$ cat src/rrw_pkg.sv
// Shared constants, codes and types of the receive reorder window.
package rrw_pkg;

  localparam int WINDOW_SLOTS = 64;
  localparam int IDX_W = $clog2(WINDOW_SLOTS);
  localparam int RESULT_CAP = 64;
  localparam int LIMIT_W = 7;
  localparam int SACK_W = 32;
  localparam int CFG_IDX_W = 8;

  localparam logic [CFG_IDX_W-1:0] CFG_INITIAL_SEQUENCE = 8'd0;
  localparam logic [CFG_IDX_W-1:0] CFG_READY_CAP = 8'd1;

  localparam logic [1:0] MODE_UNREL_UNORD = 2'd0;
  localparam logic [1:0] MODE_UNREL_ORD = 2'd1;
  localparam logic [1:0] MODE_REL_UNORD = 2'd2;
  localparam logic [1:0] MODE_REL_ORD = 2'd3;

  localparam logic [1:0] STATUS_ACCEPTED = 2'd0;
  localparam logic [1:0] STATUS_DROPPED = 2'd1;
  localparam logic [1:0] STATUS_REFUSED = 2'd2;

  typedef enum logic [1:0] {
    KIND_PASS,
    KIND_ORDERED,
    KIND_RELIABLE
  } kind_t;

  typedef struct packed {
    kind_t       kind;
    logic [31:0] seq;
    logic [1:0]  mode;
    logic [15:0] len;
    logic [15:0] handle;
  } item_t;

endpackage

$ cat src/receive_reorder_window_top.sv
// Top level of the receive reorder window with cumulative and selective ack.
// A packet header request is registered by the front stage and passes through a two-entry
// queue; the back stage then handles one header at a time. A header that is not stored goes
// from the idle state to the emit state, which loads the result register. A reliable header
// that is stored adds a drain walk in the count state that clears the held run, then its own
// unordered delivery from the emit state; each reordered delivery goes from the emit state,
// where the payload memory is read, to the read-data state that loads the result register,
// and each already-delivered slot is skipped in the emit state. A stalled result holds the
// back stage, while the front and the queue keep taking up to three more requests. The held
// flags are flip-flops cleared at reset and on a write of initial_sequence, so no clearing
// pass is needed. The configuration port is always ready.
module receive_reorder_window_top
  import rrw_pkg::*;
(
  input  logic                 clk,
  input  logic                 rst,
  input  logic                 in_valid,
  output logic                 in_stall,
  input  logic [31:0]          packet_seq,
  input  logic [1:0]           pkt_mode,
  input  logic [15:0]          packet_len,
  input  logic [15:0]          payload_handle,
  output logic                 out_valid,
  input  logic                 out_stall,
  output logic [1:0]           status,
  output logic                 deliver_valid,
  output logic [31:0]          out_seq,
  output logic [1:0]           out_mode,
  output logic [15:0]          out_len,
  output logic [15:0]          out_handle,
  output logic                 last_of_run,
  output logic [31:0]          ack_num,
  output logic [31:0]          ack_bitmap,
  input  logic                 cfg_valid,
  output logic                 cfg_ready,
  input  logic [CFG_IDX_W-1:0] cfg_index,
  input  logic [31:0]          cfg_data
);

  logic  push;
  item_t push_item;
  logic  queue_full;
  logic  q_not_empty;
  logic  q_pop;
  item_t q_item;

  // Writes are always taken.
  assign cfg_ready = 1'b1;

  rrw_front u_front (
    .clk(clk), .rst(rst), .in_valid(in_valid), .in_stall(in_stall),
    .packet_seq(packet_seq), .pkt_mode(pkt_mode), .packet_len(packet_len),
    .payload_handle(payload_handle), .push(push), .push_item(push_item),
    .queue_full(queue_full)
  );

  rrw_queue u_queue (
    .clk(clk), .rst(rst), .push(push), .push_item(push_item), .full(queue_full),
    .not_empty(q_not_empty), .pop(q_pop), .pop_item(q_item)
  );

  rrw_back u_back (
    .clk(clk), .rst(rst), .cfg_valid(cfg_valid), .cfg_index(cfg_index),
    .cfg_data(cfg_data), .q_not_empty(q_not_empty), .q_item(q_item), .q_pop(q_pop),
    .out_valid(out_valid), .out_stall(out_stall), .status(status),
    .deliver_valid(deliver_valid), .out_seq(out_seq), .out_mode(out_mode),
    .out_len(out_len), .out_handle(out_handle), .last_of_run(last_of_run),
    .ack_num(ack_num), .ack_bitmap(ack_bitmap)
  );

endmodule

$ cat src/rrw_front.sv
// Front stage: takes input requests into a register and classifies them by mode.
module rrw_front
  import rrw_pkg::*;
(
  input  logic        clk,
  input  logic        rst,
  input  logic        in_valid,
  output logic        in_stall,
  input  logic [31:0] packet_seq,
  input  logic [1:0]  pkt_mode,
  input  logic [15:0] packet_len,
  input  logic [15:0] payload_handle,
  output logic        push,
  output item_t       push_item,
  input  logic        queue_full
);

  logic  held;
  item_t item;
  kind_t kind_next;

  always_comb begin
    unique case (pkt_mode)
      MODE_UNREL_UNORD: kind_next = KIND_PASS;
      MODE_UNREL_ORD:   kind_next = KIND_ORDERED;
      default:          kind_next = KIND_RELIABLE;
    endcase
  end

  assign push = held && !queue_full;
  assign in_stall = held && queue_full;
  assign push_item = item;

  always_ff @(posedge clk) begin
    if (rst) begin
      held <= 1'b0;
    end else if (in_valid && !in_stall) begin
      held <= 1'b1;
    end else if (push) begin
      held <= 1'b0;
    end
    if (in_valid && !in_stall) begin
      item.kind <= kind_next;
      item.seq <= packet_seq;
      item.mode <= pkt_mode;
      item.len <= packet_len;
      item.handle <= payload_handle;
    end
  end

endmodule

$ cat src/rrw_queue.sv
// Two-entry queue of classified requests between the front and back stages.
module rrw_queue
  import rrw_pkg::*;
(
  input  logic  clk,
  input  logic  rst,
  input  logic  push,
  input  item_t push_item,
  output logic  full,
  output logic  not_empty,
  input  logic  pop,
  output item_t pop_item
);

  item_t      entry [2];
  logic       wr_ptr;
  logic       rd_ptr;
  logic [1:0] count;

  assign full = (count == 2'd2);
  assign not_empty = (count != 2'd0);
  assign pop_item = entry[rd_ptr];

  always_ff @(posedge clk) begin
    if (rst) begin
      wr_ptr <= 1'b0;
      rd_ptr <= 1'b0;
      count <= 2'd0;
    end else begin
      if (push) wr_ptr <= ~wr_ptr;
      if (pop) rd_ptr <= ~rd_ptr;
      if (push && !pop) count <= count + 2'd1;
      else if (pop && !push) count <= count - 2'd1;
    end
    if (push) entry[wr_ptr] <= push_item;
  end

endmodule

$ cat src/rrw_back.sv
// Back stage: window state, drain sequencer, configuration registers and result register.
module rrw_back
  import rrw_pkg::*;
(
  input  logic                 clk,
  input  logic                 rst,
  input  logic                 cfg_valid,
  input  logic [CFG_IDX_W-1:0] cfg_index,
  input  logic [31:0]          cfg_data,
  input  logic                 q_not_empty,
  input  item_t                q_item,
  output logic                 q_pop,
  output logic                 out_valid,
  input  logic                 out_stall,
  output logic [1:0]           status,
  output logic                 deliver_valid,
  output logic [31:0]          out_seq,
  output logic [1:0]           out_mode,
  output logic [15:0]          out_len,
  output logic [15:0]          out_handle,
  output logic                 last_of_run,
  output logic [31:0]          ack_num,
  output logic [31:0]          ack_bitmap
);

  typedef enum logic [1:0] {
    S_IDLE,
    S_COUNT,
    S_EMIT,
    S_RDATA
  } state_t;

  state_t                  state;
  logic [LIMIT_W-1:0]      ready_cap;
  logic [31:0]             expected;
  logic [31:0]             hi_seq;
  logic                    has_hi;
  logic [WINDOW_SLOTS-1:0] held;
  logic [WINDOW_SLOTS-1:0] is_m2;
  logic [31:0]             mem [WINDOW_SLOTS];
  logic [31:0]             rdata;

  item_t              cur;
  logic [1:0]         cur_status;
  logic               pend;
  logic               none;
  logic [LIMIT_W-1:0] n;
  logic [LIMIT_W-1:0] lim;
  logic [31:0]        p;
  logic [31:0]        q;

  logic               out_free;
  logic               load_out;
  logic [31:0]        d_rel;
  logic [31:0]        d_ord;
  logic [IDX_W-1:0]   new_idx;
  logic [IDX_W-1:0]   p_idx;
  logic [IDX_W-1:0]   q_idx;
  logic               mem_we;
  logic [SACK_W-1:0]  sack;
  logic [LIMIT_W-1:0] lim_next;

  assign out_free = !out_valid || !out_stall;
  assign load_out = out_free && (((state == S_EMIT) && (none || pend)) || (state == S_RDATA));
  assign q_pop = (state == S_IDLE) && q_not_empty;
  assign d_rel = q_item.seq - expected;
  assign d_ord = q_item.seq - hi_seq;
  assign new_idx = q_item.seq[IDX_W-1:0];
  assign p_idx = p[IDX_W-1:0];
  assign q_idx = q[IDX_W-1:0];

  always_comb begin
    if (ready_cap == '0) lim_next = LIMIT_W'(1);
    else if (ready_cap > LIMIT_W'(RESULT_CAP)) lim_next = LIMIT_W'(RESULT_CAP);
    else lim_next = ready_cap;
  end

  // A slot counts as held for the sequence at the same offset from expected.
  always_comb begin
    for (int i = 0; i < SACK_W; i++) begin
      sack[i] = (i < WINDOW_SLOTS) && held[expected[IDX_W-1:0] + IDX_W'(i)];
    end
  end

  assign mem_we = q_pop && (q_item.kind == KIND_RELIABLE) && !d_rel[31]
                  && (d_rel < 32'(WINDOW_SLOTS)) && !held[new_idx];

  always_ff @(posedge clk) begin
    if (mem_we) mem[new_idx] <= {q_item.len, q_item.handle};
    rdata <= mem[q_idx];
  end

  always_ff @(posedge clk) begin
    if (rst) begin
      state <= S_IDLE;
      ready_cap <= LIMIT_W'(RESULT_CAP);
      expected <= '0;
      hi_seq <= '0;
      has_hi <= 1'b0;
      held <= '0;
      out_valid <= 1'b0;
    end else begin
      if (load_out) out_valid <= 1'b1;
      else if (!out_stall) out_valid <= 1'b0;
      if (cfg_valid) begin
        if (cfg_index == CFG_INITIAL_SEQUENCE) begin
          expected <= cfg_data;
          hi_seq <= '0;
          has_hi <= 1'b0;
          held <= '0;
        end else if (cfg_index == CFG_READY_CAP) begin
          ready_cap <= cfg_data[LIMIT_W-1:0];
        end
      end
      unique case (state)
        S_IDLE: begin
          if (q_pop) begin
            cur <= q_item;
            lim <= lim_next;
            p <= expected;
            q <= expected;
            unique case (q_item.kind)
              KIND_PASS: begin
                cur_status <= STATUS_ACCEPTED;
                pend <= 1'b1;
                none <= 1'b0;
                n <= LIMIT_W'(1);
                state <= S_EMIT;
              end
              KIND_ORDERED: begin
                state <= S_EMIT;
                if (!has_hi || (d_ord != '0 && !d_ord[31])) begin
                  hi_seq <= q_item.seq;
                  has_hi <= 1'b1;
                  cur_status <= STATUS_ACCEPTED;
                  pend <= 1'b1;
                  none <= 1'b0;
                  n <= LIMIT_W'(1);
                end else begin
                  cur_status <= STATUS_DROPPED;
                  pend <= 1'b0;
                  none <= 1'b1;
                  n <= '0;
                end
              end
              default: begin
                if (d_rel[31] || (d_rel < 32'(WINDOW_SLOTS) && held[new_idx])) begin
                  cur_status <= STATUS_DROPPED;
                  pend <= 1'b0;
                  none <= 1'b1;
                  n <= '0;
                  state <= S_EMIT;
                end else if (d_rel >= 32'(WINDOW_SLOTS)) begin
                  cur_status <= STATUS_REFUSED;
                  pend <= 1'b0;
                  none <= 1'b1;
                  n <= '0;
                  state <= S_EMIT;
                end else begin
                  held[new_idx] <= 1'b1;
                  is_m2[new_idx] <= (q_item.mode == MODE_REL_UNORD);
                  cur_status <= STATUS_ACCEPTED;
                  none <= 1'b0;
                  pend <= (q_item.mode == MODE_REL_UNORD);
                  n <= (q_item.mode == MODE_REL_UNORD) ? LIMIT_W'(1) : '0;
                  state <= S_COUNT;
                end
              end
            endcase
          end
        end
        S_COUNT: begin
          // Walk the held run one slot a cycle, clearing as it goes.
          if (held[p_idx] && (is_m2[p_idx] || n < lim)) begin
            held[p_idx] <= 1'b0;
            if (!is_m2[p_idx]) n <= n + LIMIT_W'(1);
            p <= p + 32'd1;
          end else begin
            expected <= p;
            none <= (n == '0);
            state <= S_EMIT;
          end
        end
        S_EMIT: begin
          if (none) begin
            if (out_free) begin
              status <= cur_status;
              deliver_valid <= 1'b0;
              out_seq <= '0;
              out_mode <= '0;
              out_len <= '0;
              out_handle <= '0;
              last_of_run <= 1'b1;
              ack_num <= expected - 32'd1;
              ack_bitmap <= sack;
              state <= S_IDLE;
            end
          end else if (pend) begin
            if (out_free) begin
              status <= cur_status;
              deliver_valid <= 1'b1;
              out_seq <= cur.seq;
              out_mode <= cur.mode;
              out_len <= cur.len;
              out_handle <= cur.handle;
              last_of_run <= (n == LIMIT_W'(1));
              ack_num <= expected - 32'd1;
              ack_bitmap <= sack;
              pend <= 1'b0;
              n <= n - LIMIT_W'(1);
              if (n == LIMIT_W'(1)) state <= S_IDLE;
            end
          end else if (is_m2[q_idx]) begin
            // Already delivered on arrival.
            q <= q + 32'd1;
          end else begin
            state <= S_RDATA;
          end
        end
        S_RDATA: begin
          if (out_free) begin
            status <= cur_status;
            deliver_valid <= 1'b1;
            out_seq <= q;
            out_mode <= MODE_REL_ORD;
            out_len <= rdata[31:16];
            out_handle <= rdata[15:0];
            last_of_run <= (n == LIMIT_W'(1));
            ack_num <= expected - 32'd1;
            ack_bitmap <= sack;
            n <= n - LIMIT_W'(1);
            q <= q + 32'd1;
            state <= (n == LIMIT_W'(1)) ? S_IDLE : S_EMIT;
          end
        end
        default: state <= S_IDLE;
      endcase
    end
  end

endmodule
$ cat config.mk
export PLATFORM = sky130hd
export DESIGN_NAME = receive_reorder_window_top
export DESIGN_NICKNAME = d
export VERILOG_FILES = /design/src/rrw_pkg.sv /design/src/receive_reorder_window_top.sv /design/src/rrw_front.sv /design/src/rrw_queue.sv /design/src/rrw_back.sv
export SDC_FILE = /design/constraint.sdc
export NUM_CORES = 2
export LEC_CHECK = 0
export BUFFER_PORTS_ARGS = -buffer_cell sky130_fd_sc_hd__buf_2
export CORE_MARGIN = 2
export CORE_UTILIZATION = 38
export CTS_CLUSTER_SIZE = 30
export DETAILED_ROUTE_END_ITERATION = 8
export PLACE_DENSITY = 0.55
export SYNTH_ARGS = -nofsm -noshare
export SYNTH_HDL_FRONTEND = slang
export SYNTH_SLANG_ARGS = --single-unit
$ cat constraint.sdc
create_clock -name clk -period 12.3 [get_ports clk]
set_input_delay 0.615 -clock clk [delete_from_list [all_inputs] [get_ports clk]]
set_output_delay 0.615 -clock clk [all_outputs]
set_load 0.03 [all_outputs]
==> impl_metrics.env <==
export IMPL_fin_nets=7596
export IMPL_status="finished clean"
export IMPL_grt_util_met2=0.3717
export IMPL_drive_gt1_frac=0.2128
export IMPL_detail_route_wl_per_cell_um=31.32
export IMPL_hold_path_depth=3
export IMPL_grt_pass1_vias=65850
export IMPL_rsz0062_at_grt="no"
export IMPL_clock_skew_ns=0.07340
export IMPL_crit_slowest_cell="nor2_4"
export IMPL_grt_max_degree=130
export IMPL_ys_warn_count=0
export IMPL_crit_type="flip-flop to flip-flop"
export IMPL_rows=204
export IMPL_min_from="cfg_data[1]"
export IMPL_relSlewSlack=0.1618
export IMPL_dr_pass1_iters=6
export IMPL_worst_slew_pin_slew_ns=1.257
export IMPL_pwr_density_cell_mw_per_mm2=224.1
export IMPL_clock_sinks=2775
export IMPL_grt_pass1_wl_um=513700
export IMPL_vias=68650
export IMPL_start_util=0.3817
export IMPL_drt_wl_total_um=368300
export IMPL_synthMostInstantiatedCell="edfxtp_1"
export IMPL_htree_levels=5
export IMPL_nFillCells=27080
export IMPL_r2r_end="u_back.mem[46][17]$_DFFE_PP_"
export IMPL_clock_latency_ns=0.88
export IMPL_clk_pin_slew_ns=0.06
export IMPL_die_area_mm2=0.3147
export IMPL_globalRouteMet3Util=0.03264
export IMPL_cts_resized=0
export IMPL_yosys_area_top_type="edfxtp_1"
export IMPL_die_height_um=561.0
export IMPL_syn_nets=7295
export IMPL_coreArea_mm2=0.3088
export IMPL_cts_root_buf="clkbuf_16"
export IMPL_routed_via_density=5.839
export IMPL_multi_input_area_mm2=0.03496
export IMPL_drtAntennaViolNets=0
export IMPL_globalRouteTotalUtil=0.2286
export IMPL_ioPinCount=248
export IMPL_drc=0
export IMPL_slowest_delay_ns=0.92
export IMPL_crit_path_end_kind="flip-flop"
export IMPL_cp_arrival_ns=8.66
export IMPL_fin_crit_ns=8.192
export IMPL_report_final_slew_viol_count=0
export IMPL_synth_cell_types=87
export IMPL_yosysSeqAreaShare=0.6918
export IMPL_fin_crit_sh=0.6660
export IMPL_antenna_found_initial=25
export IMPL_cts_buffer_depth=4
export IMPL_fin_tns_setup_ns=0
export IMPL_hold_class="primary input to flip-flop"
export IMPL_yosysTopAreaCellShare=0.6618
export IMPL_cap_violations=0
export IMPL_synthTopCellsByCount="2598 x edfxtp_1, 596 x mux4_2, 585 x nand2_1"
export IMPL_r2r_setup_slack_ns=4.11
export IMPL_numCtsBuffers=298
export IMPL_hold_viol=0
export IMPL_synth_seq_cells=2775
export IMPL_regArea_mm2=0.08157
export IMPL_gr_max_usage_layer="met2"
export IMPL_die_w_um=561.0
export IMPL_syn_avg_cell_area_um2=16.63
export IMPL_setup_viol=0
export IMPL_synthTopCellsByArea="edfxtp_1 66%, mux4_2 11%, mux2i_1 3.2%"
export IMPL_cp_required_ns=12.77
export IMPL_grtUsageMet1=0.3221
export IMPL_cts_tree="built"
export IMPL_syn_area_mm2=0.1179
export IMPL_synth_flop_cell="edfxtp_1"
export IMPL_rr_worst_depth=14
export IMPL_hpwl_um=238800
export IMPL_startpoint_type="flip-flop"
export IMPL_drt_iter0_drc=8619
export IMPL_p_leak_nw=42.99
export IMPL_ys_async_sr_fraction=0
export IMPL_netlist_instances=7090
export IMPL_setup_ws_ns=4.108
export IMPL_area_delta_synth_final_pct=13.95
export IMPL_peakVddDrop_mv=0.1499
export IMPL_synth_edff_count=2598
export IMPL_fmax_mhz=122.1
export IMPL_port_buffers=246
export IMPL_place_gp_congestion=0.9113
export IMPL_min_to="u_back.ready_cap[1]$_SDFFE_PP0P_"
export IMPL_cp_max_fo=54
export IMPL_place_ws_ns=4.004
export IMPL_grt_ovfl_total=0
export IMPL_path_cells="buf_4, mux2_2, ha_1, a21o_1, a21o_1, a211oi_1, nand3_1, a211o_1, a2111oi_0, nand4_1, nor2_2, nand3_4, buf_4, nor2_4"
sequential cells by signal (all words and copies together) (netlist names), 16 cells and up, named ones only:
name,flops
u_back.cur,66
u_back.is_m2,64
u_back.ack_bitmap,32
u_back.rdata,32
u_back.q,32
u_back.hi_seq,32
u_front.push_item,68
u_back.out_seq,32
u_back.mem,2048
u_back.p,32
u_back.out_len,16
u_back.out_handle,16
u_back.ack_num,32
u_back.held,64
u_queue.entry,136
u_back.expected,32
cell usage in the layout, fill, tap and decap left out, drive strengths merged, types with 74 or more instances in the layout:
master / instances
a21oi: 276
buf: 356
clkbuf: 371
clkinv: 131
dfxtp: 177
edfxtp: 2598
ha: 92
inv: 130
mux2: 137
mux2i: 374
mux4: 596
nand2: 585
nand3: 102
nor2: 352
o21ai: 236
o221ai: 74
o22ai: 81
xnor2: 109
metrics by stage:
step	power, mW	hold WS [ns]	utilization	area (um^2)	cells
after floorplan	17.56	0.4003	-	117900	7090
after global placement	21.52	0.4087	0.4025	124300	11150
after detailed placement	21.57	0.4054	0.4025	124300	11150
after CTS	30.27	0.0004012	0.4348	134300	11740
after global routing	31.06	0.05934	0.4348	134300	11740
final	30.10	0.05579	0.4349	134300	11760
logic make-up after synthesis:
logic type / after synthesis / share of synthesized area
AND/OR/NAND/NOR: 1392 / 0.05349
XOR/XNOR: 165 / 0.01226
flip-flops: 2775 / 0.6918
multiplexers: 1107 / 0.1589
buffers and inverters: 545 / 0.01796
adder cells (fa/ha/maj): 94 / 0.01010
AO/OA/AOI/OAI: 1011 / 0.05540
other: 1 / 0.00003181
worst max path at each step:
stage                                              end  depth (start not counted)  startpoint
after floorplan             u_back.mem[0][0]$_DFFE_PP_                         18   flip-flop
after global placement    u_back.mem[57][24]$_DFFE_PP_                         14   flip-flop
after detailed placement  u_back.mem[61][19]$_DFFE_PP_                         14   flip-flop
after CTS                 u_back.mem[46][27]$_DFFE_PP_                         14   flip-flop
after global routing      u_back.mem[61][22]$_DFFE_PP_                         14   flip-flop
final                     u_back.mem[46][17]$_DFFE_PP_                         14   flip-flop
power breakdown:
group | internal [mW] | total [mW] | leakage (nW) | switching (mW)
Combinational | 3.08 | 9.57 | 13.5 | 6.49
Clock | 4.99 | 8.72 | 4.57 | 3.73
Sequential | 11.5 | 11.8 | 25.0 | 0.321
routing by layer:
layer	vias up	routed length [um]
li1	28930	-
met1	36320	154300
met2	2915	176500
met3	482	26890
met4	4	10570
met5	-	27
repair_timing:
action / in CTS / in global routing
endpoints found under the hold margin: 67 / 0
hold buffers: 66 / 0
endpoints found under the setup margin: 0 / 0
setup buffers: 0 / 0
worst max-delay path: cells and delay by family, from the launching register on:
family,cells,cell delay (ns)
DFF,1,0.61
and+or+nand+nor,5,2.82
AOI/OAI and AO/OA,5,1.82
muxes,1,0.47
buffers and inverters,2,1.45
adders and majority gates,1,0.42
cell type report:
| cell class | count | share of cell area |
|---|---|---|
| diodes | 16 | 0.0002981 |
| inverters | 124 | 0.003474 |
| multi-input cells | 3770 | 0.2602 |
| clock buffers | 371 | 0.05941 |
| clock inverters | 160 | 0.009938 |
| flip-flops and latches | 2775 | 0.6072 |
| well taps | 4120 | 0.03838 |
| repair buffers | 422 | 0.02107 |
Note: power is estimated with default switching activity, not from simulation.
